## src/hw/rtl/fsip_pkg.sv

```systemverilog
// Shared types, character constants and helpers for the integer format printer.
package fsip_pkg;

    localparam logic [7:0] CH_NUL     = 8'h00;
    localparam logic [7:0] CH_PERCENT = 8'h25;
    localparam logic [7:0] CH_MINUS   = 8'h2D;
    localparam logic [7:0] CH_ZERO    = 8'h30;
    localparam logic [7:0] CH_A_UPPER = 8'h41;
    localparam logic [7:0] CH_C       = 8'h63;
    localparam logic [7:0] CH_D       = 8'h64;
    localparam logic [7:0] CH_X       = 8'h78;

    // bits consumed per cycle by the binary-to-BCD converter
    localparam int DAB_BITS = 4;

    localparam int QDEPTH = 2;
    localparam int QPTR_W = 1;
    localparam int QCNT_W = 2;

    typedef enum logic [1:0] {
        OP_CHAR = 2'd0,
        OP_DEC  = 2'd1,
        OP_HEX  = 2'd2
    } cmd_op_t;

    typedef struct packed {
        cmd_op_t    op;
        logic [7:0] ch;
        logic       neg;
    } cmd_hdr_t;

    function automatic logic [7:0] digit_char(input logic [3:0] d);
        if (d < 4'd10) begin
            return CH_ZERO + {4'd0, d};
        end else begin
            return CH_A_UPPER + {4'd0, d} - 8'd10;
        end
    endfunction

endpackage

```

## src/hw/rtl/fsip_front.sv

```systemverilog
// Front end: accepts format characters, tracks the pending percent, queues commands.
module fsip_front #(
    parameter int ARG_WIDTH = 32
) (
    input  logic                  aclk,
    input  logic                  aresetn,
    input  logic                  s_valid,
    output logic                  s_ready,
    input  logic [7:0]            s_format_char,
    input  logic [ARG_WIDTH-1:0]  s_argument,
    input  logic                  q_full,
    output logic                  q_push,
    output fsip_pkg::cmd_hdr_t    q_hdr,
    output logic [ARG_WIDTH-1:0]  q_mag
);
    import fsip_pkg::*;

    logic pending_reg;
    logic pending_next;
    logic accept;

    assign s_ready = !q_full;
    assign accept  = s_valid && s_ready;

    always_comb begin
        pending_next = pending_reg;
        q_push       = 1'b0;
        q_hdr.op     = OP_CHAR;
        q_hdr.ch     = s_format_char;
        q_hdr.neg    = 1'b0;
        q_mag        = s_argument;
        if (accept) begin
            if (s_format_char == CH_NUL) begin
                pending_next = 1'b0;
            end else if (!pending_reg) begin
                if (s_format_char == CH_PERCENT) begin
                    pending_next = 1'b1;
                end else begin
                    q_push = 1'b1;
                end
            end else begin
                pending_next = 1'b0;
                case (s_format_char)
                    CH_D: begin
                        q_push    = 1'b1;
                        q_hdr.op  = OP_DEC;
                        q_hdr.neg = s_argument[ARG_WIDTH-1];
                        if (s_argument[ARG_WIDTH-1]) begin
                            q_mag = (~s_argument) + {{(ARG_WIDTH-1){1'b0}}, 1'b1};
                        end
                    end
                    CH_X: begin
                        q_push   = 1'b1;
                        q_hdr.op = OP_HEX;
                    end
                    CH_C: begin
                        q_push   = 1'b1;
                        q_hdr.ch = s_argument[7:0];
                    end
                    CH_PERCENT: begin
                        q_push = 1'b1;
                    end
                    default: begin
                        q_push = 1'b0;
                    end
                endcase
            end
        end
    end

    always_ff @(posedge aclk) begin
        if (!aresetn) begin
            pending_reg <= 1'b0;
        end else begin
            pending_reg <= pending_next;
        end
    end

endmodule

```

## src/hw/rtl/fsip_queue.sv

```systemverilog
// Two-entry command queue between the front and back ends.
module fsip_queue #(
    parameter int DATA_W = 8
) (
    input  logic              aclk,
    input  logic              aresetn,
    input  logic              push,
    input  logic [DATA_W-1:0] push_data,
    output logic              full,
    input  logic              pop,
    output logic [DATA_W-1:0] pop_data,
    output logic              empty
);
    import fsip_pkg::*;

    logic [DATA_W-1:0] mem [QDEPTH];
    logic [QPTR_W-1:0] wr_ptr_reg;
    logic [QPTR_W-1:0] rd_ptr_reg;
    logic [QCNT_W-1:0] count_reg;
    logic              do_push;
    logic              do_pop;

    assign full     = (count_reg == QCNT_W'(QDEPTH));
    assign empty    = (count_reg == '0);
    assign do_push  = push && !full;
    assign do_pop   = pop && !empty;
    assign pop_data = mem[rd_ptr_reg];

    always_ff @(posedge aclk) begin
        if (do_push) begin
            mem[wr_ptr_reg] <= push_data;
        end
    end

    always_ff @(posedge aclk) begin
        if (!aresetn) begin
            wr_ptr_reg <= '0;
            rd_ptr_reg <= '0;
            count_reg  <= '0;
        end else begin
            if (do_push) begin
                wr_ptr_reg <= wr_ptr_reg + 1'b1;
            end
            if (do_pop) begin
                rd_ptr_reg <= rd_ptr_reg + 1'b1;
            end
            case ({do_push, do_pop})
                2'b10:   count_reg <= count_reg + 1'b1;
                2'b01:   count_reg <= count_reg - 1'b1;
                default: count_reg <= count_reg;
            endcase
        end
    end

endmodule

```

## src/hw/rtl/fsip_back.sv

```systemverilog
// Back end: binary-to-BCD conversion, leading-zero scan and character output.
module fsip_back #(
    parameter int ARG_WIDTH = 32
) (
    input  logic                  aclk,
    input  logic                  aresetn,
    input  logic                  q_valid,
    input  fsip_pkg::cmd_hdr_t    q_hdr,
    input  logic [ARG_WIDTH-1:0]  q_mag,
    output logic                  q_pop,
    output logic                  m_valid,
    input  logic                  m_ready,
    output logic [7:0]            m_out_char,
    output logic                  m_last_of_run
);
    import fsip_pkg::*;

    localparam int PAD_W  = ((ARG_WIDTH + DAB_BITS - 1) / DAB_BITS) * DAB_BITS;
    localparam int STEPS  = PAD_W / DAB_BITS;
    localparam int NDEC   = (ARG_WIDTH * 30103) / 100000 + 1;
    localparam int NHEX   = PAD_W / 4;
    localparam int NDIG   = (NDEC > NHEX) ? NDEC : NHEX;
    localparam int DIG_W  = NDIG * 4;
    localparam int PTR_W  = $clog2(NDIG);
    localparam int CNT_W  = (STEPS > 1) ? $clog2(STEPS) : 1;

    typedef enum logic [5:0] {
        S_IDLE  = 6'b000001,
        S_CONV  = 6'b000010,
        S_SCAN  = 6'b000100,
        S_SIGN  = 6'b001000,
        S_DIGIT = 6'b010000,
        S_CHAR  = 6'b100000
    } back_state_t;

    back_state_t       state_reg, state_next;
    logic [PAD_W-1:0]  bin_reg, bin_next;
    logic [DIG_W-1:0]  dig_reg, dig_next;
    logic [CNT_W-1:0]  cnt_reg, cnt_next;
    logic [PTR_W-1:0]  ptr_reg, ptr_next;
    logic              neg_reg, neg_next;
    logic [7:0]        char_reg, char_next;
    logic              m_valid_reg, m_valid_next;
    logic [7:0]        m_char_reg, m_char_next;
    logic              m_last_reg, m_last_next;

    logic [DIG_W-1:0]  dab_dig;
    logic [PAD_W-1:0]  dab_bin;
    logic [PTR_W-1:0]  scan_ptr;
    logic              out_free;

    assign m_valid       = m_valid_reg;
    assign m_out_char    = m_char_reg;
    assign m_last_of_run = m_last_reg;
    assign out_free      = !m_valid_reg || m_ready;

    // shift-add-3, DAB_BITS bits per cycle
    always_comb begin
        logic [DIG_W-1:0] d;
        logic [PAD_W-1:0] b;
        d = dig_reg;
        b = bin_reg;
        for (int s = 0; s < DAB_BITS; s++) begin
            for (int k = 0; k < NDIG; k++) begin
                if (d[k*4 +: 4] >= 4'd5) begin
                    d[k*4 +: 4] = d[k*4 +: 4] + 4'd3;
                end
            end
            d = {d[DIG_W-2:0], b[PAD_W-1]};
            b = {b[PAD_W-2:0], 1'b0};
        end
        dab_dig = d;
        dab_bin = b;
    end

    // most significant nonzero digit, zero if all digits are zero
    always_comb begin
        scan_ptr = '0;
        for (int i = 0; i < NDIG; i++) begin
            if (dig_reg[i*4 +: 4] != 4'd0) begin
                scan_ptr = PTR_W'(i);
            end
        end
    end

    always_comb begin
        logic       emit;
        logic [7:0] emit_char;
        logic       emit_last;
        emit       = 1'b0;
        emit_char  = char_reg;
        emit_last  = 1'b0;
        state_next = state_reg;
        bin_next   = bin_reg;
        dig_next   = dig_reg;
        cnt_next   = cnt_reg;
        ptr_next   = ptr_reg;
        neg_next   = neg_reg;
        char_next  = char_reg;
        q_pop      = 1'b0;

        case (state_reg)
            S_IDLE: begin
                if (q_valid) begin
                    q_pop = 1'b1;
                    case (q_hdr.op)
                        OP_CHAR: begin
                            char_next  = q_hdr.ch;
                            state_next = S_CHAR;
                        end
                        OP_DEC: begin
                            bin_next   = PAD_W'(q_mag);
                            dig_next   = '0;
                            cnt_next   = '0;
                            neg_next   = q_hdr.neg;
                            state_next = S_CONV;
                        end
                        OP_HEX: begin
                            dig_next   = DIG_W'(q_mag);
                            neg_next   = 1'b0;
                            state_next = S_SCAN;
                        end
                        default: begin
                            state_next = S_IDLE;
                        end
                    endcase
                end
            end
            S_CONV: begin
                dig_next = dab_dig;
                bin_next = dab_bin;
                cnt_next = cnt_reg + 1'b1;
                if (cnt_reg == CNT_W'(STEPS - 1)) begin
                    state_next = S_SCAN;
                end
            end
            S_SCAN: begin
                ptr_next   = scan_ptr;
                state_next = neg_reg ? S_SIGN : S_DIGIT;
            end
            S_SIGN: begin
                if (out_free) begin
                    emit       = 1'b1;
                    emit_char  = CH_MINUS;
                    emit_last  = 1'b0;
                    state_next = S_DIGIT;
                end
            end
            S_DIGIT: begin
                if (out_free) begin
                    emit      = 1'b1;
                    emit_char = digit_char(dig_reg[ptr_reg*4 +: 4]);
                    emit_last = (ptr_reg == '0);
                    if (ptr_reg == '0) begin
                        state_next = S_IDLE;
                    end else begin
                        ptr_next = ptr_reg - 1'b1;
                    end
                end
            end
            S_CHAR: begin
                if (out_free) begin
                    emit       = 1'b1;
                    emit_char  = char_reg;
                    emit_last  = 1'b1;
                    state_next = S_IDLE;
                end
            end
            default: begin
                state_next = S_IDLE;
            end
        endcase

        m_valid_next = m_valid_reg;
        m_char_next  = m_char_reg;
        m_last_next  = m_last_reg;
        if (emit) begin
            m_valid_next = 1'b1;
            m_char_next  = emit_char;
            m_last_next  = emit_last;
        end else if (m_ready) begin
            m_valid_next = 1'b0;
        end
    end

    always_ff @(posedge aclk) begin
        if (!aresetn) begin
            state_reg   <= S_IDLE;
            m_valid_reg <= 1'b0;
        end else begin
            state_reg   <= state_next;
            m_valid_reg <= m_valid_next;
        end
    end

    always_ff @(posedge aclk) begin
        bin_reg    <= bin_next;
        dig_reg    <= dig_next;
        cnt_reg    <= cnt_next;
        ptr_reg    <= ptr_next;
        neg_reg    <= neg_next;
        char_reg   <= char_next;
        m_char_reg <= m_char_next;
        m_last_reg <= m_last_next;
    end

endmodule

```

## src/hw/rtl/format_string_integer_printer_core.sv

```systemverilog
// Integer format printer: top level joining front end, command queue and back end.
//
// Input channel (s_valid/s_ready): one format character per request with an
// argument word. Ordinary characters are copied, '%' arms a conversion, and
// the next character selects 'd', 'x', 'c' or '%'. A NUL ends the format.
// Output channel (m_valid/m_ready): one character per request, m_last_of_run
// set on the final character produced by an input request.
// The front end takes a request every cycle while the two-entry command queue
// has room; '%', NUL and unknown conversions produce no queue entry.
// Back end steps per command, with W = ARG_WIDTH rounded up to a nibble:
//   plain character, 'c', '%%': fetch, then the character out
//   'x': fetch, leading-zero scan, then each hex digit (up to 8 at W=32)
//   'd': fetch, BCD conversion of W bits, scan, sign if negative, then digits
//        (up to 10 at W=32); a new command is fetched only from idle.
// The output register holds a single character; the back end can replace it as
// it is taken; when m_ready is low the back end stalls, then the queue fills and
// s_ready drops. Reset clears the pending '%', the queue and the output valid.
module format_string_integer_printer_core #(
    parameter int ARG_WIDTH = 32
) (
    input  logic                 aclk,
    input  logic                 aresetn,
    input  logic                 s_valid,
    output logic                 s_ready,
    input  logic [7:0]           s_format_char,
    input  logic [ARG_WIDTH-1:0] s_argument,
    output logic                 m_valid,
    input  logic                 m_ready,
    output logic [7:0]           m_out_char,
    output logic                 m_last_of_run
);
    import fsip_pkg::*;

    localparam int Q_W = $bits(cmd_hdr_t) + ARG_WIDTH;

    logic                 q_full;
    logic                 q_empty;
    logic                 q_push;
    logic                 q_pop;
    cmd_hdr_t             push_hdr;
    logic [ARG_WIDTH-1:0] push_mag;
    logic [Q_W-1:0]       pop_data;
    cmd_hdr_t             pop_hdr;
    logic [ARG_WIDTH-1:0] pop_mag;

    assign pop_hdr = cmd_hdr_t'(pop_data[Q_W-1:ARG_WIDTH]);
    assign pop_mag = pop_data[ARG_WIDTH-1:0];

    fsip_front #(
        .ARG_WIDTH(ARG_WIDTH)
    ) u_front (
        .aclk         (aclk),
        .aresetn      (aresetn),
        .s_valid      (s_valid),
        .s_ready      (s_ready),
        .s_format_char(s_format_char),
        .s_argument   (s_argument),
        .q_full       (q_full),
        .q_push       (q_push),
        .q_hdr        (push_hdr),
        .q_mag        (push_mag)
    );

    fsip_queue #(
        .DATA_W(Q_W)
    ) u_queue (
        .aclk     (aclk),
        .aresetn  (aresetn),
        .push     (q_push),
        .push_data({push_hdr, push_mag}),
        .full     (q_full),
        .pop      (q_pop),
        .pop_data (pop_data),
        .empty    (q_empty)
    );

    fsip_back #(
        .ARG_WIDTH(ARG_WIDTH)
    ) u_back (
        .aclk         (aclk),
        .aresetn      (aresetn),
        .q_valid      (!q_empty),
        .q_hdr        (pop_hdr),
        .q_mag        (pop_mag),
        .q_pop        (q_pop),
        .m_valid      (m_valid),
        .m_ready      (m_ready),
        .m_out_char   (m_out_char),
        .m_last_of_run(m_last_of_run)
    );

endmodule

```

## config.mk

```make
export PLATFORM = sky130hd
export DESIGN_NAME = format_string_integer_printer_core
export DESIGN_NICKNAME = d
export VERILOG_FILES = /design/src/hw/rtl/fsip_pkg.sv /design/src/hw/rtl/fsip_front.sv /design/src/hw/rtl/fsip_queue.sv /design/src/hw/rtl/fsip_back.sv /design/src/hw/rtl/format_string_integer_printer_core.sv
export SDC_FILE = /design/constraint.sdc
export NUM_CORES = 1
export LEC_CHECK = 0
export ABC_AREA = 1
export BUFFER_PORTS_ARGS = -buffer_cell sky130_fd_sc_hd__clkbuf_2
export CAP_MARGIN = 20
export CORE_MARGIN = 3
export CORE_UTILIZATION = 30
export DETAILED_ROUTE_END_ITERATION = 12
export PLACE_DENSITY = 0.54
export SYNTH_ARGS = -nofsm -noshare
export SYNTH_HDL_FRONTEND = slang
export SYNTH_HIERARCHICAL = 1
export SYNTH_SLANG_ARGS = --single-unit
```

## constraint.sdc

```tcl
create_clock -name aclk -period 10.3 [get_ports aclk]
set_input_delay 2.06 -clock aclk [delete_from_list [all_inputs] [get_ports aclk]]
set_output_delay 2.06 -clock aclk [all_outputs]
set_load 0.05 [all_outputs]
```

# --- Word-level counts from Yosys, hierarchy flattened ---
# Memories as Yosys holds them, arrays and structs flattened. A register that Yosys moved wholly into a read port is not among the register bits.
# Index checks and enable logic that the tools add are counted.
totals:
  in_bits: 44
  ram_bits: 86
  out_inout_bits: 11
  n_memories: 1
  wordCells: 274
  reg_bits: 109
mem_list:
  columns: ["name", "depth", "width", "rd", "rd_clocked_by_memory_dff", "wr", "line", "source"]
  rows:
  - ["u_queue.mem", 2, 43, 1, 1, 1, "fsip_queue.sv:16", "logic [DATA_W-1:0] mem [QDEPTH];"]
op_classes:
  n_lt_le_gt_ge: 41
  add_sub_neg: 50
  n_eq_ne: 25
  shifts: 1
  n_reduce_logical: 33
  n_mux: 107
  n_bitwise: 2
op_table:
  columns: ["operator", "n"]
  rows:
  - ["two-way mux 32 bit", 7]
  - [">= comparator 4 x 3 -> 1 bit (second input constant)", 40]
  - ["two-way mux 4 bit", 40]
  - ["case mux 40 bit (2 select lines)", 2]
  - ["adder 4 x 2 -> 4 bit (second input constant)", 36]
  - ["case mux 32 bit (2 select lines)", 1]
  - ["two-way mux 40 bit", 1]
  - ["indexed part select 40 x 7 -> 4 bit", 1]
  - ["two-way mux 6 bit", 6]
  - ["case mux 6 bit (6 select lines)", 1]
  - ["nonzero test 4 bit", 9]
  - ["two-way mux 11 bit", 3]
  - ["adder 32 x 1 -> 32 bit (second input constant)", 1]
  - ["two-way mux 8 bit", 4]
  - ["inverter 32 bit", 1]
  - ["two-way mux 3 bit", 10]
  - ["equality test 8 x 7 -> 1 bit (second input constant)", 3]
  - ["two-way mux 1 bit", 21]
  - ["case mux 6 bit (3 select lines)", 1]
  - ["case mux 8 bit (2 select lines)", 1]
  - ["AND reduction 3 bit", 5]
  - ["adder 3 x 2 -> 3 bit (second input constant)", 4]
  - ["inequality test 2 x 1 -> 1 bit (second input constant)", 5]
  - ["nonzero test 2 bit", 5]
  - ["37 further kinds", 51]

# --- Depth between registers and ports, before layout ---
# Gate-level depths: netlist (run 1).
logic_depth:
  word_depth: 11
  ltp_mapped: 27
  mapped_depth_nobuf: 27

# --- By module ---
# The synthesis (run 1) kept the hierarchy.
modules_own_cells:
  columns: ["module", "cells_each", "area_per_inst_um2", "seq_area_each_um2", "n_inst"]
  rows:
  - ["fsip_back", 1322, 9155.0, 3052.9, 1]
  - ["fsip_queue", 174, 3557.2, 2682.6, 1]
  - ["fsip_front", 349, 1572.8, 20.0, 1]
  - ["format_string_integer_printer_core", 1, 3.8, 0.0, 1]

# --- Least setup slack after synthesis (run 1) ---
# OpenSTA, ideal clock, no wires.
synth_path:
  path_kind: "input to register"
  startpoint: "in s_format_char[6]"
  endpoint: "mem u_queue/mem[0][0] in the netlist's numbering (enable)"
  cell_stages: 11
  setup_time_ns: 0.443
  slack_ns: 5.195
  required_ns: 9.857
  t_arrival_ns: 4.662
  path_buffers: 0
  path_cell_list: "inv_2 nand2_1 nor2_1 nand4_1 nand3_1 nor2_1 nor2_1 inv_1 nor2_1 inv_1 nor2_1"
synth_between:
  elab_chain_cells: 9
  word_cells_on_any_way: 14
  classes_between: "eq/ne (4); mux (7); reduce/logical (3)"
synth_rtl:
  columns: ["item", "line", "source"]
  rows:
  - ["from (decl)", "format_string_integer_printer_core.sv:25", "input logic [7:0] s_format_char,"]
  - ["equality test 8 x 7 -> 1 bit / equality test 8 x 6 -> 1 bit (equally long branches)", "fsip_front.sv:43, fsip_front.sv:36", null]
  - ["OR reduction 4 bit (no line)", null, null]
  - ["two-way mux 1 bit", "fsip_front.sv:43", "case (s_format_char)"]
  - ["two-way mux 1 bit", "fsip_front.sv:35", "end else if (!pending_reg) begin"]
  - ["two-way mux 1 bit (*)", "fsip_front.sv:33", "if (s_format_char == CH_NUL) begin"]
  - ["two-way mux 1 bit (*)", "fsip_front.sv:32", "if (accept) begin"]
  - ["net q_push", "format_string_integer_printer_core.sv:38", "logic q_push;"]
  - ["logical AND 1 bit (*)", "fsip_queue.sv:25", "assign do_push = push && !full;"]
  - ["two-way mux 1 bit (*)", "fsip_queue.sv:30", "if (do_push) begin"]
  - ["two-way mux 1 bit (not written as such) (*)", "fsip_queue.sv:31", "mem[wr_ptr_reg] <= push_data;"]
  - ["to (decl)", "fsip_queue.sv:16", null]
# The timed path passes the listed nets; every way through them passes the cells marked *.

# --- Worst setup path in the final report (run 1) ---
layout_path:
  startpoint: "reg u_back.dig_reg[32]"
  endpoint: "reg u_back.dig_reg[38] (data pin)"
layout_between:
  elab_chain_cells: 9
  word_cells_on_any_way: 19
  classes_between: "add/sub (6); order compare (6); mux (7)"
layout_rtl:
  columns: ["item", "line", "source"]
  rows:
  - ["from (decl)", "fsip_back.sv:38", "logic [DIG_W-1:0] dig_reg, dig_next;"]
  - ["from (signal assigned)", "fsip_back.sv:198", "dig_reg <= dig_next;"]
  - ["adder 4 x 2 -> 4 bit / >= comparator 4 x 3 -> 1 bit (equally long branches)", "fsip_back.sv:66, fsip_back.sv:65", null]
  - ["two-way mux 4 bit (*)", "fsip_back.sv:65", "if (d[k*4 +: 4] >= 4'd5) begin"]
  - ["adder 4 x 2 -> 4 bit (tied with other cells)", "fsip_back.sv:66", "d[k*4 +: 4] = d[k*4 +: 4] + 4'd3;"]
  - ["two-way mux 4 bit / two-way mux 3 bit (equally long branches)", "fsip_back.sv:65", null]
  - ["adder 4 x 2 -> 4 bit (tied with other cells)", "fsip_back.sv:66", null]
  - ["two-way mux 4 bit / two-way mux 3 bit (equally long branches)", "fsip_back.sv:65", null]
  - [">= comparator 4 x 3 -> 1 bit / adder 3 x 2 -> 3 bit (equally long branches)", "fsip_back.sv:65, fsip_back.sv:66", null]
  - ["two-way mux 3 bit (*)", "fsip_back.sv:65", null]
  - ["case mux 40 bit (2 select lines) (*)", "fsip_back.sv:102", "case (state_reg)"]
# Mark *: on every way between the ends. The rest lies on a longest branch, timed or not.
# A chain may end at the register's enable or synchronous reset.

==> qor.csv, run 1 <==
metric,value,unit
post-cts-setup-buffer-count,0,
end_kind,register,
syn_nets,1945,
drc,0,
clock_latency,0.44,ns
dp_hpwl,26.1,mm
grt_max_degree,67,
routabilityCongestion,0.818,
fin_crit_sh,37.5,%
yosys.area.top_type,edfxtp_1,
path_clk_slew,0.07,ns
clock.fmax,259,MHz
max-clock-path-buffers,2,
synth.area.top_cells,"edfxtp_1 (38%), nand2_1 (15%), inv_1 (7.0%)",
critPathBufInv,4,
num_rows,79,
final_nets,1995,
dominantRegCellSynth,edfxtp_1,
worstPathRequired,10.49,ns
outcome,completed,
drt-initial-drc-count,648,
drt-total-wl,33.2,mm
cp_slowest_cell,edfxtp_1,
cts_tree,built,
num_vias,11600,
die_w,224,um
largest_reg_flops,86,
ctsHoldBuffers,0,
start_util,30.6,%
syn_inst,1846,
dieArea,50300,um^2
cpPeakStageDelay,0.48,ns
avgRoutedWirePerCell,13.2,um
crit_path_start_kind,register,
cts_max_level,4,
skew,0.00935,ns
first_pass_iters,5,
slew_viol_final,0,
antenna_found_initial,0,
cts-root-buf,clkbuf_16,
yosysMostFrequentCell,nand2_1,
cts_resized,0,
synthTopCellsByCount,"nand2_1 (557), inv_1 (266), edfxtp_1 (183)",
num_io_pins,55,
crit_arrival,4.06,ns
synthArstFlopShare,0,%
yosys_warnings,6,
finalHoldViolations,0,
vias_per_cell,4.61,
yosysTopAreaCellShare,38.5,%
period_needed,3.86,ns
drive_gt1_share,15.9,%
critical_path_class,register to register,
synth-edff-count,183,
post_synth_num_cell_types,57,
ant_nets,0,
path_delay_family,adder cells,
n_fill_cell,4892,
cap_violations,0,
hp-class,register to register,
num_antenna_cells,0,
setup_violations,0,
cts.sinks,196,
synth-seq-cells,196,
slew_headroom,35.8,%
overflow,0,
port_buffers,54,
syn_to_final_growth,10.6,%
syn-cell-area,14300,um^2
finalSetupTns,0,ns
crit_fanout,5,
grt_pass1_vias,11000,
rsz0062_at_grt,false,
cts_made_buffers,17,
seq_area_frac_synth,40.3,%
worstMarginPinSlew,0.960,ns
synth.avg_cell_area,7.74,um^2
crit_chain,inv_1 > ha_1 > nand3_1 > nand2_1 > xor2_1 > ha_1 > inv_1 > o211ai_2 > nand2_2 > nand3_1 > inv_1 > ha_1 > o21ai_2 > nand2_1 > xor2_1 > ha_1 > inv_1 > o211ai_1 > nand3_1 > nand2_1 > nor2_1,
die_h,224,um
grt_use_total,13.2,%
grt_pass1_wl,54.4,mm
core_area,46800,um^2
## worst register-to-register path, cell delays in order (launching register included)
cell,delay (ns)
edfxtp_1,0.48
inv_1,0.10
ha_1,0.18
nand3_1,0.08
nand2_1,0.11
xor2_1,0.34
ha_1,0.26
inv_1,0.06
o211ai_2,0.16
nand2_2,0.10
nand3_1,0.16
inv_1,0.07
ha_1,0.20
o21ai_2,0.15
nand2_1,0.09
xor2_1,0.28
ha_1,0.22
inv_1,0.06
o211ai_1,0.27
nand3_1,0.12
nand2_1,0.08
nor2_1,0.05
## layout by cell type (no fill, tap or decap), types with 3 or more instances in the layout
| master | instances |
|---|---|
| a21oi_1 | 40 |
| xor2_1 | 8 |
| nor2_4 | 5 |
| and2_1 | 10 |
| o21ai_0 | 70 |
| nand3_1 | 149 |
| inv_6 | 5 |
| a211oi_1 | 3 |
| mux2_2 | 3 |
| nand4_1 | 26 |
| buf_4 | 7 |
| ha_1 | 55 |
| o21ai_1 | 13 |
| nor3_1 | 12 |
| nand3b_1 | 7 |
| nor2_2 | 5 |
| clkbuf_16 | 17 |
| inv_1 | 266 |
| inv_2 | 32 |
| inv_8 | 4 |
| o21bai_1 | 5 |
| nand2_1 | 557 |
| a21o_1 | 6 |
| dfxtp_1 | 12 |
| nor2_1 | 149 |
| nor4_1 | 3 |
| mux2_4 | 40 |
| nand2_2 | 57 |
| o21ai_2 | 9 |
| clkbuf_2 | 55 |
| edfxtp_1 | 183 |
| nand3_2 | 35 |
| and2_4 | 6 |
| o22ai_1 | 7 |
| nand2_4 | 7 |
| o211ai_1 | 7 |
## metal layers
metal,vias to the layer above,global-route usage [%],share of wire (%)
li1,6104,-,-
met4,0,2.99,1.2
met5,-,0,0
met3,25,1.74,2.6
met2,146,23.0,48
met1,5328,17.7,48
## stage by stage
stage                     setup WS [ns]  hold WS, ns  std cells  instance area [um^2]  util [%]
final                              6.44        0.493       2516                 15800      33.8
after floorplan                    5.19        0.452       1846                 14300         -
after global placement             6.17        0.465       2482                 15200      32.5
after detailed placement           6.16        0.486       2482                 15200      32.5
after global routing               6.06        0.549       2516                 15800      33.8
after CTS                          6.39        0.503       2514                 15800      33.8
## cells by family (layout without fill, tap and decap cells)
kind of cell             after synthesis  in the layout  synth area share (%)
XOR/XNOR                              10             10                 0.744
adder cells (fa/ha/maj)               55             55                  4.82
multiplexers                          43             43                  4.44
AO/OA/AOI/OAI                        175            175                  7.09
buffers and inverters                330            393                  9.40
AND/OR/NAND/NOR                     1037           1037                  33.2
flip-flops                           196            196                  40.3
## final timing paths
check,cells past startpoint,slack (ns),from,end
max reg2reg,21,6.44,u_back/dig_reg[32]$_SDFFCE_PN0P_,u_back/dig_reg[38]$_SDFFCE_PN0P_
max,21,6.44,u_back/dig_reg[32]$_SDFFCE_PN0P_,u_back/dig_reg[38]$_SDFFCE_PN0P_
min reg2reg,2,0.49,u_queue/rd_ptr_reg$_SDFFE_PN0P_,u_queue/rd_ptr_reg$_SDFFE_PN0P_
min,2,0.49,u_queue/rd_ptr_reg$_SDFFE_PN0P_,u_queue/rd_ptr_reg$_SDFFE_PN0P_
## layout make-up
| class | instances | area, um^2 | share of cell area, % |
|---|---|---|---|
| sequential | 196 | 5760 | 36.4 |
| timing repair buffer | 63 | 333 | 2.11 |
| inverter | 298 | 1120 | 7.08 |
| multi-input combinational | 1320 | 7230 | 45.7 |
| tap | 607 | 759 | 4.80 |
| clock buffer | 17 | 425 | 2.69 |
| clock inverter | 15 | 185 | 1.17 |
Power of run 1 is left out: the tool's default activity adds up to more than one toggle a clock period on the data nets, which glitch-free logic cannot reach.
==> run 2, diff against run 1 <==
--- a/config.mk
+++ b/config.mk
@@ -5,7 +5,7 @@
 export SDC_FILE = /design/constraint.sdc
 export NUM_CORES = 1
 export LEC_CHECK = 0
-export ABC_AREA = 1
+export ABC_AREA = 0
 export BUFFER_PORTS_ARGS = -buffer_cell sky130_fd_sc_hd__clkbuf_2
 export CAP_MARGIN = 20
 export CORE_MARGIN = 3
==> constraint.sdc (replaced) <==
create_clock -name aclk -period 3.8 [get_ports aclk]
set_input_delay 0.76 -clock aclk [delete_from_list [all_inputs] [get_ports aclk]]
set_output_delay 0.76 -clock aclk [all_outputs]
set_load 0.05 [all_outputs]
==> run 2 against run 1 <==
Synthesized cell count is 22% lower; area after synthesis is 2.5% lower; count of clock-buffer cells in the layout is 1 higher; critical path type unchanged; cell count is 13% lower; register-to-register slack worse by 6.5 ns; global-route usage is 0.18 points higher; wire length is 2.8% higher; the run now ends with setup timing left.
==> qor.csv, run 2 <==
metric,value,unit,change
crit_chain,ha_2 > nand2b_1 > a21oi_2 > xnor2_2 > ha_2 > nand2b_4 > a21oi_4 > xnor2_2 > ha_2 > nor2b_4 > nor3_1 > o21ai_1 > o311ai_2 > xnor2_2 > ha_2 > nor2b_4 > o21ai_4 > and2_1 > o21a_1,,was inv_1 > ha_1 > nand3_1 > nand2_1 > xor2_1 > ha_1 > inv_1 > o211ai_2 > nand2_2 > nand3_1 > inv_1 > ha_1 > o21ai_2 > nand2_1 > xor2_1 > ha_1 > inv_1 > o211ai_1 > nand3_1 > nand2_1 > nor2_1
yosysMostFrequentCell,nand2_1,,unchanged
grt_pass1_wl,54.6,mm,was 54.4 mm
cts_max_level,4,,unchanged
yosysTopAreaCellShare,39.4,%,was 38.5%
core_area,45600,um^2,was 46800 um^2
max-clock-path-buffers,2,,unchanged
ff_latch_area,5760,um^2,unchanged
cts-root-buf,clkbuf_16,,unchanged
topRoutingLayerUsed,met4,,unchanged
n_fill_cell,4552,,was 4892
ant_nets,0,,unchanged
post_synth_num_cell_types,107,,was 57
fin_ws,-0.0138,ns,was 6.44 ns
violations,setup timing,,
grt_use_total,13.4,%,was 13.2%
worstMarginPinSlew,0.921,ns,was 0.960 ns
skew,0.00630,ns,was 0.00935 ns
p_leak,0.00623,uW,
cts_tree,built,,unchanged
irDropWorstVdd,0.000383,V,
crit_arrival,4.01,ns,was 4.06 ns
largest_reg_flops,86,,unchanged
yosys_warnings,6,,unchanged
finalSetupTns,-0.0138,ns,was 0 ns
path_clk_slew,0.07,ns,about the same
drive_gt1_share,26.9,%,was 15.9%
syn_to_final_growth,18.6,%,was 10.6%
setup_violations,1,,was 0
period_needed,3.81,ns,was 3.86 ns
slew_headroom,38.6,%,was 35.8%
start_util,30.6,%,about the same
avgRoutedWirePerCell,15.7,um,was 13.2 um
dominantRegCellSynth,edfxtp_1,,unchanged
power.total,15200,uW,
cts_made_buffers,17,,unchanged
multiInputGateArea,8030,um^2,was 7230 um^2
port_buffers,54,,unchanged
cts.sinks,196,,unchanged
drt-initial-drc-count,629,,was 648
dp_hpwl,25.6,mm,was 26.1 mm
fin_crit_sh,100,%,was 37.5%
cpMostUsedCell,ha_2,,
dieArea,49100,um^2,was 50300 um^2
hp-class,register to register,,unchanged
slew_viol_final,0,,unchanged
critical_path_class,register to register,,unchanged
met1_length,16.0,mm,about the same
syn-cell-area,13900,um^2,was 14300 um^2
dr_wl_met3,891,um,was 879 um
syn_nets,1535,,was 1945
clock_latency,0.43,ns,was 0.44 ns
synth.avg_cell_area,9.70,um^2,was 7.74 um^2
num_io_pins,55,,unchanged
first_pass_iters,5,,unchanged
ctsHoldBuffers,0,,unchanged
cap_violations,0,,unchanged
met2_length,16.9,mm,was 16.0 mm
grt_pass1_vias,10600,,was 11000
die_w,221,um,was 224 um
synthTopCellsByCount,"nand2_1 (209), edfxtp_1 (183), nor2_1 (84)",,"was nand2_1 (557), inv_1 (266), edfxtp_1 (183)"
worstPathRequired,3.99,ns,was 10.49 ns
num_rows,78,,was 79
final_nets,1664,,was 1995
synth.area.top_cells,"edfxtp_1 (39%), nand2_1 (5.6%), ha_1 (4.9%)",,"was edfxtp_1 (38%), nand2_1 (15%), inv_1 (7.0%)"
cp_slowest_cell,edfxtp_1,,unchanged
antenna_found_initial,0,,unchanged
clock.fmax,262,MHz,was 259 MHz
num_antenna_cells,0,,unchanged
syn_inst,1436,,was 1846
num_vias,11100,,was 11600
crit_path_start_kind,register,,unchanged
die_h,221,um,was 224 um
p_per_area,917,nW/um^2,
finalHoldViolations,0,,unchanged
drc,0,,unchanged
layout_commonest_cell,nand2_1,,unchanged
end_kind,register,,unchanged
seq_area_frac_synth,41.3,%,was 40.3%
routabilityCongestion,0.826,,was 0.818
synth-edff-count,183,,unchanged
drt-total-wl,34.2,mm,was 33.2 mm
yosys.area.top_type,edfxtp_1,,unchanged
outcome,"complete, but fails checks",,was completed
crit_fanout,3,,was 5
vias_per_cell,5.08,,was 4.61
cpPeakStageDelay,0.44,ns,was 0.48 ns
dp_slack,-0.268,ns,was 6.16 ns
synthArstFlopShare,0,%,unchanged
grt_max_degree,83,,was 67
overflow,0,,unchanged
rsz0062_at_grt,true,,was false
synth-seq-cells,196,,unchanged
final_cell_mix,"nand2_1 (206), edfxtp_1 (183), buf_4 (111)",,"was nand2_1 (557), inv_1 (266), edfxtp_1 (183)"
## run 2: logic make-up (layout without fill, tap and decap cells)
logic type               after synthesis  in the layout  synth area share (%)
buffers and inverters                130            271                  3.84
flip-flops                           196            196                  41.3
multiplexers                          84             84                  7.46
adder cells (fa/ha/maj)               55             55                  4.94
AO/OA/AOI/OAI                        398            398                  20.1
XOR/XNOR                              63             63                  4.28
AND/OR/NAND/NOR                      510            510                  18.0
## run 2: final timing paths
kind / from / end / slack [ns] / cells past startpoint
max: u_back/dig_reg[36]$_SDFFCE_PN0P_ / u_back/dig_reg[38]$_SDFFCE_PN0P_ / -0.01 / 19
min: u_queue/wr_ptr_reg$_SDFFE_PN0P_ / u_queue/wr_ptr_reg$_SDFFE_PN0P_ / 0.48 / 2
max reg2reg: u_back/dig_reg[36]$_SDFFCE_PN0P_ / u_back/dig_reg[38]$_SDFFCE_PN0P_ / -0.01 / 19
min reg2reg: u_queue/wr_ptr_reg$_SDFFE_PN0P_ / u_queue/wr_ptr_reg$_SDFFE_PN0P_ / 0.48 / 2
## run 2: area by class of cell
| class | count | area share, % |
|---|---|---|
| Clock inverter | 13 | 0.886 |
| Inverter | 73 | 1.66 |
| Sequential cell | 196 | 34.8 |
| Timing Repair Buffer | 167 | 6.92 |
| Multi-Input combinational cell | 1110 | 48.6 |
| Tap cell | 600 | 4.54 |
| Clock buffer | 18 | 2.60 |
## run 2: power by group
group	switching (uW)	total, uW	internal (uW)
sequential	292	3250	2960
clock	810	1790	979
combinational	5620	10100	4510
total	6720	15200	8440
## run 2: what timing repair did
action,in CTS,in global routing
endpoints found under the setup margin,2,31
setup buffers,6,20
gates cloned,0,0
pin swaps,9,35
gates resized for setup,16,62
## run 2: per-layer routing
layer | GRT usage [%] | vias up
li1 | - | 5565
met1 | 17.9 | 5277
met2 | 23.4 | 192
met3 | 1.51 | 24
met4 | 3.20 | 0
met5 | 0 | -
## run 2: metrics by stage
| stage | hold slack [ns] | utilization [%] | cell area [um^2] | std cells |
|---|---|---|---|---|
| floorplan | 0.457 | - | 14000 | 1436 |
| global placement | 0.465 | 33.8 | 15400 | 2120 |
| detailed placement | 0.471 | 33.8 | 15400 | 2120 |
| CTS | 0.482 | 35.4 | 16100 | 2157 |
| global route | 0.531 | 36.3 | 16500 | 2177 |
| finish | 0.482 | 36.3 | 16500 | 2177 |
## run 2: critical path: cells and delay by family, from the launching register on
| family | cells | cell delay, ns |
|---|---|---|
| AO/OA/AOI/OAI | 6 | 0.82 |
| AND/OR/NAND/NOR | 6 | 0.79 |
| adder cells (fa/ha/maj) | 4 | 0.86 |
| flip-flops | 1 | 0.44 |
| XOR/XNOR | 3 | 0.65 |
Note: power is estimated with default switching activity, not from simulation.
==> run 3, diff against run 2 <==
--- a/config.mk
+++ b/config.mk
@@ -12,7 +12,7 @@
 export CORE_UTILIZATION = 30
 export DETAILED_ROUTE_END_ITERATION = 12
 export PLACE_DENSITY = 0.54
+export RECOVER_POWER = 25
 export SYNTH_ARGS = -nofsm -noshare
 export SYNTH_HDL_FRONTEND = slang
-export SYNTH_HIERARCHICAL = 1
 export SYNTH_SLANG_ARGS = --single-unit
==> run 3 against run 2 <==
The flow now finishes without violations; clock power barely moved; largest cell class unchanged; core utilization grew 0.73 points; power rose by 0.89%; worst hold slack better by 0.058 ns; highest routed layer unchanged; sequential share of layout area rose by 0.050 points.
==> qor.csv, run 3 <==
metric,value,unit,change
outcome,completed,,"was complete, but fails checks"
grt_use_total,13.8,%,was 13.4%
swShare,45.1,%,was 44.3%
post_synth_num_cell_types,71,,was 107
routabilityCongestion,0.847,,was 0.826
vias_per_cell,5.16,,was 5.08
cp_slowest_cell,edfxtp_1,,unchanged
yosysTopAreaCellShare,40.2,%,was 39.4%
p_leak,0.00619,uW,was 0.00623 uW
clock.fmax,273,MHz,was 262 MHz
clock_latency,0.44,ns,was 0.43 ns
core_area,44600,um^2,was 45600 um^2
final_cell_mix,"edfxtp_1 (183), buf_4 (121), nand2_1 (107)",,"was nand2_1 (206), edfxtp_1 (183), buf_4 (111)"
synth-seq-cells,196,,unchanged
synthXorXnorAreaFrac,3.53,%,was 4.28%
cts.sinks,196,,unchanged
period_needed,3.66,ns,was 3.81 ns
port_buffers,54,,unchanged
power_frac_clock,11.6,%,was 11.8%
syn-cell-area,13700,um^2,was 13900 um^2
p_per_area,927,nW/um^2,was 917 nW/um^2
drt-initial-drc-count,727,,was 629
synthAdderAreaFrac,5.13,%,was 4.94%
crit_path_start_kind,register,,unchanged
synthArstFlopShare,0,%,unchanged
slew_viol_final,0,,unchanged
cpPeakStageDelay,0.45,ns,was 0.44 ns
drt-total-wl,34.1,mm,was 34.2 mm
synthTopCellsByCount,"edfxtp_1 (183), nand2_1 (112), nor2_1 (110)",,"was nand2_1 (209), edfxtp_1 (183), nor2_1 (84)"
fin_ws,0.141,ns,was -0.0138 ns
syn_to_final_growth,20.8,%,was 18.6%
seq_area_frac_synth,42.1,%,was 41.3%
dieArea,48100,um^2,was 49100 um^2
crit_arrival,3.95,ns,was 4.01 ns
fin_util,37.0,%,was 36.3%
cap_violations,0,,unchanged
p_sw,6900,uW,was 6720 uW
synth_top_family_by_area,compound AO/OA/AOI/OAI gates,,unchanged
drc,0,,unchanged
die_h,219,um,was 221 um
skew,0.0174,ns,was 0.00630 ns
power.total,15300,uW,was 15200 uW
syn_inst,1409,,was 1436
synth-edff-count,183,,unchanged
cts_max_level,4,,unchanged
p_seq_share,20.9,%,was 21.5%
dp_hpwl,25.5,mm,was 25.6 mm
num_io_pins,55,,unchanged
end_kind,register,,unchanged
grt_pass1_wl,54.1,mm,was 54.6 mm
yosys_warnings,0,,was 6
worstPathRequired,4.09,ns,was 3.99 ns
crit_fanout,4,,was 3
path_clk_slew,0.08,ns,was 0.07 ns
grt_pass1_vias,10500,,was 10600
synth.avg_cell_area,9.69,um^2,was 9.70 um^2
num_rows,77,,was 78
drive_gt1_share,24.8,%,was 26.9%
n_fill_cell,4423,,was 4552
critical_path_class,register to register,,unchanged
ant_nets,0,,unchanged
cts-root-buf,clkbuf_16,,unchanged
first_pass_iters,5,,unchanged
p_int,8400,uW,was 8440 uW
grt_max_degree,91,,was 83
num_antenna_cells,0,,unchanged
max-clock-path-buffers,2,,unchanged
layout_commonest_cell,edfxtp_1,,was nand2_1
largest_reg_flops,86,,unchanged
num_vias,11100,,about the same
slew_headroom,28.8,%,was 38.6%
worstMarginPinSlew,1.07,ns,was 0.921 ns
synth.area.top_cells,"edfxtp_1 (40%), ha_1 (5.1%), mux2i_1 (4.3%)",,"was edfxtp_1 (39%), nand2_1 (5.6%), ha_1 (4.9%)"
hp-class,register to register,,unchanged
avgRoutedWirePerCell,15.8,um,was 15.7 um
ctsHoldBuffers,0,,unchanged
fin_crit_sh,96.3,%,was 100%
syn_nets,1509,,was 1535
dp_slack,-0.203,ns,was -0.268 ns
pwr-share-comb,67.6,%,was 66.7%
irDropWorstVdd,0.000375,V,was 0.000383 V
start_util,30.6,%,about the same
synthSimpleGateAreaFrac,16.9,%,was 18.0%
yosysMostFrequentCell,edfxtp_1,,was nand2_1
overflow,0,,unchanged
synthMuxAreaShare,9.11,%,was 7.46%
final_nets,1651,,was 1664
synth_compound_area_share,19.8,%,was 20.1%
antenna_found_initial,0,,unchanged
cts_tree,built,,unchanged
die_w,219,um,was 221 um
crit_chain,ha_2 > nand2b_4 > nor3b_1 > a21oi_1 > inv_1 > ha_1 > nand2b_4 > a21oi_4 > xnor2_2 > ha_2 > nand2b_4 > a211oi_2 > o21ai_2 > xnor2_2 > ha_2 > nor2b_4 > o21bai_4 > or2_4 > a21oi_2,,was ha_2 > nand2b_1 > a21oi_2 > xnor2_2 > ha_2 > nand2b_4 > a21oi_4 > xnor2_2 > ha_2 > nor2b_4 > nor3_1 > o21ai_1 > o311ai_2 > xnor2_2 > ha_2 > nor2b_4 > o21ai_4 > and2_1 > o21a_1
dominantRegCellSynth,edfxtp_1,,unchanged
setup_violations,0,,was 1
yosys.area.top_type,edfxtp_1,,unchanged
finalHoldViolations,0,,unchanged
rsz0062_at_grt,true,,unchanged
cts_made_buffers,17,,unchanged
run 3: cell types whose count changed after synthesis, sizes merged, moves of 17 or more:
cell / previous run / this run
o21ai: 122 / 97
nand2: 212 / 112
buf: 23 / 6
a21oi: 66 / 98
nor2: 84 / 110
mux2i: 19 / 59
run 3: kinds of logic (layout without fill, tap and decap cells):
kind of cell,count (synthesis),in the layout
multiplexers,109,109
XOR/XNOR,55,55
AND/OR/NAND/NOR,454,454
buffers and inverters,126,281
flip-flops,196,196
adder cells (fa/ha/maj),56,56
AO/OA/AOI/OAI,413,413
run 3: worst max-delay path: cells and delay by family, from the launching register on:
family                   cells  cell delay (ns)
adder cells (fa/ha/maj)      4             0.85
AND/OR/NAND/NOR              6             0.88
AO/OA/AOI/OAI                6             0.91
buffers and inverters        1             0.07
flip-flops                   1             0.45
XOR/XNOR                     2             0.38
run 3: layer usage:
metal  global-route usage, %  vias to the layer above  part of all wire [%]
met5                       0                        -                     0
met4                    3.76                        0                   1.7
met3                    1.43                       31                   2.4
met2                    22.7                      170                    47
met1                    19.5                     5347                    49
li1                        -                     5569                     -
run 3: path summary, 6_finish.rpt:
path | start | end | slack, ns | depth (start not counted)
worst max-delay path | u_back.dig_reg[32]$_SDFFCE_PN0P_ | u_back.dig_reg[38]$_SDFFCE_PN0P_ | 0.14 | 19
worst min-delay path | u_queue.count_reg[1]$_SDFFE_PN0P_ | u_queue.count_reg[1]$_SDFFE_PN0P_ | 0.54 | 2
worst max register to register | u_back.dig_reg[32]$_SDFFCE_PN0P_ | u_back.dig_reg[38]$_SDFFCE_PN0P_ | 0.14 | 19
worst min register to register | u_queue.count_reg[1]$_SDFFE_PN0P_ | u_queue.count_reg[1]$_SDFFE_PN0P_ | 0.54 | 2
run 3: layout make-up:
class,count,area (um^2),share of cell area [%]
clock buffers,18,429,2.60
clock inverters,14,160,0.971
inverters,71,267,1.62
multi-input cells,1087,7940,48.1
flip-flops and latches,196,5760,34.9
well taps,592,741,4.49
repair buffers,178,1210,7.35
run 3: metrics by stage:
step | cells | TNS (ns) | hold slack (ns) | area, um^2
CTS | 2135 | -0.0494 | 0.546 | 15900
finish | 2156 | 0 | 0.541 | 16500
floorplan | 1409 | -0.0790 | 0.478 | 13700
global placement | 2102 | -0.144 | 0.495 | 15300
detailed placement | 2102 | -0.456 | 0.534 | 15300
global route | 2156 | -0.330 | 0.567 | 16500
run 3: power groups by stage:
stage	Clock, uW	Sequential (uW)	Combinational, uW
after floorplan	0	3090	6460
after global placement	0	3220	8720
after detailed placement	0	3230	8910
after CTS	1800	3180	9000
after global routing	1890	3240	11500
final	1770	3190	10300
run 3: what timing repair did:
item	4_1_cts	5_1_grt
endpoints found under the setup margin	6	32
buffers inserted	1	21
pin swaps	1	38
gates resized for setup	6	115
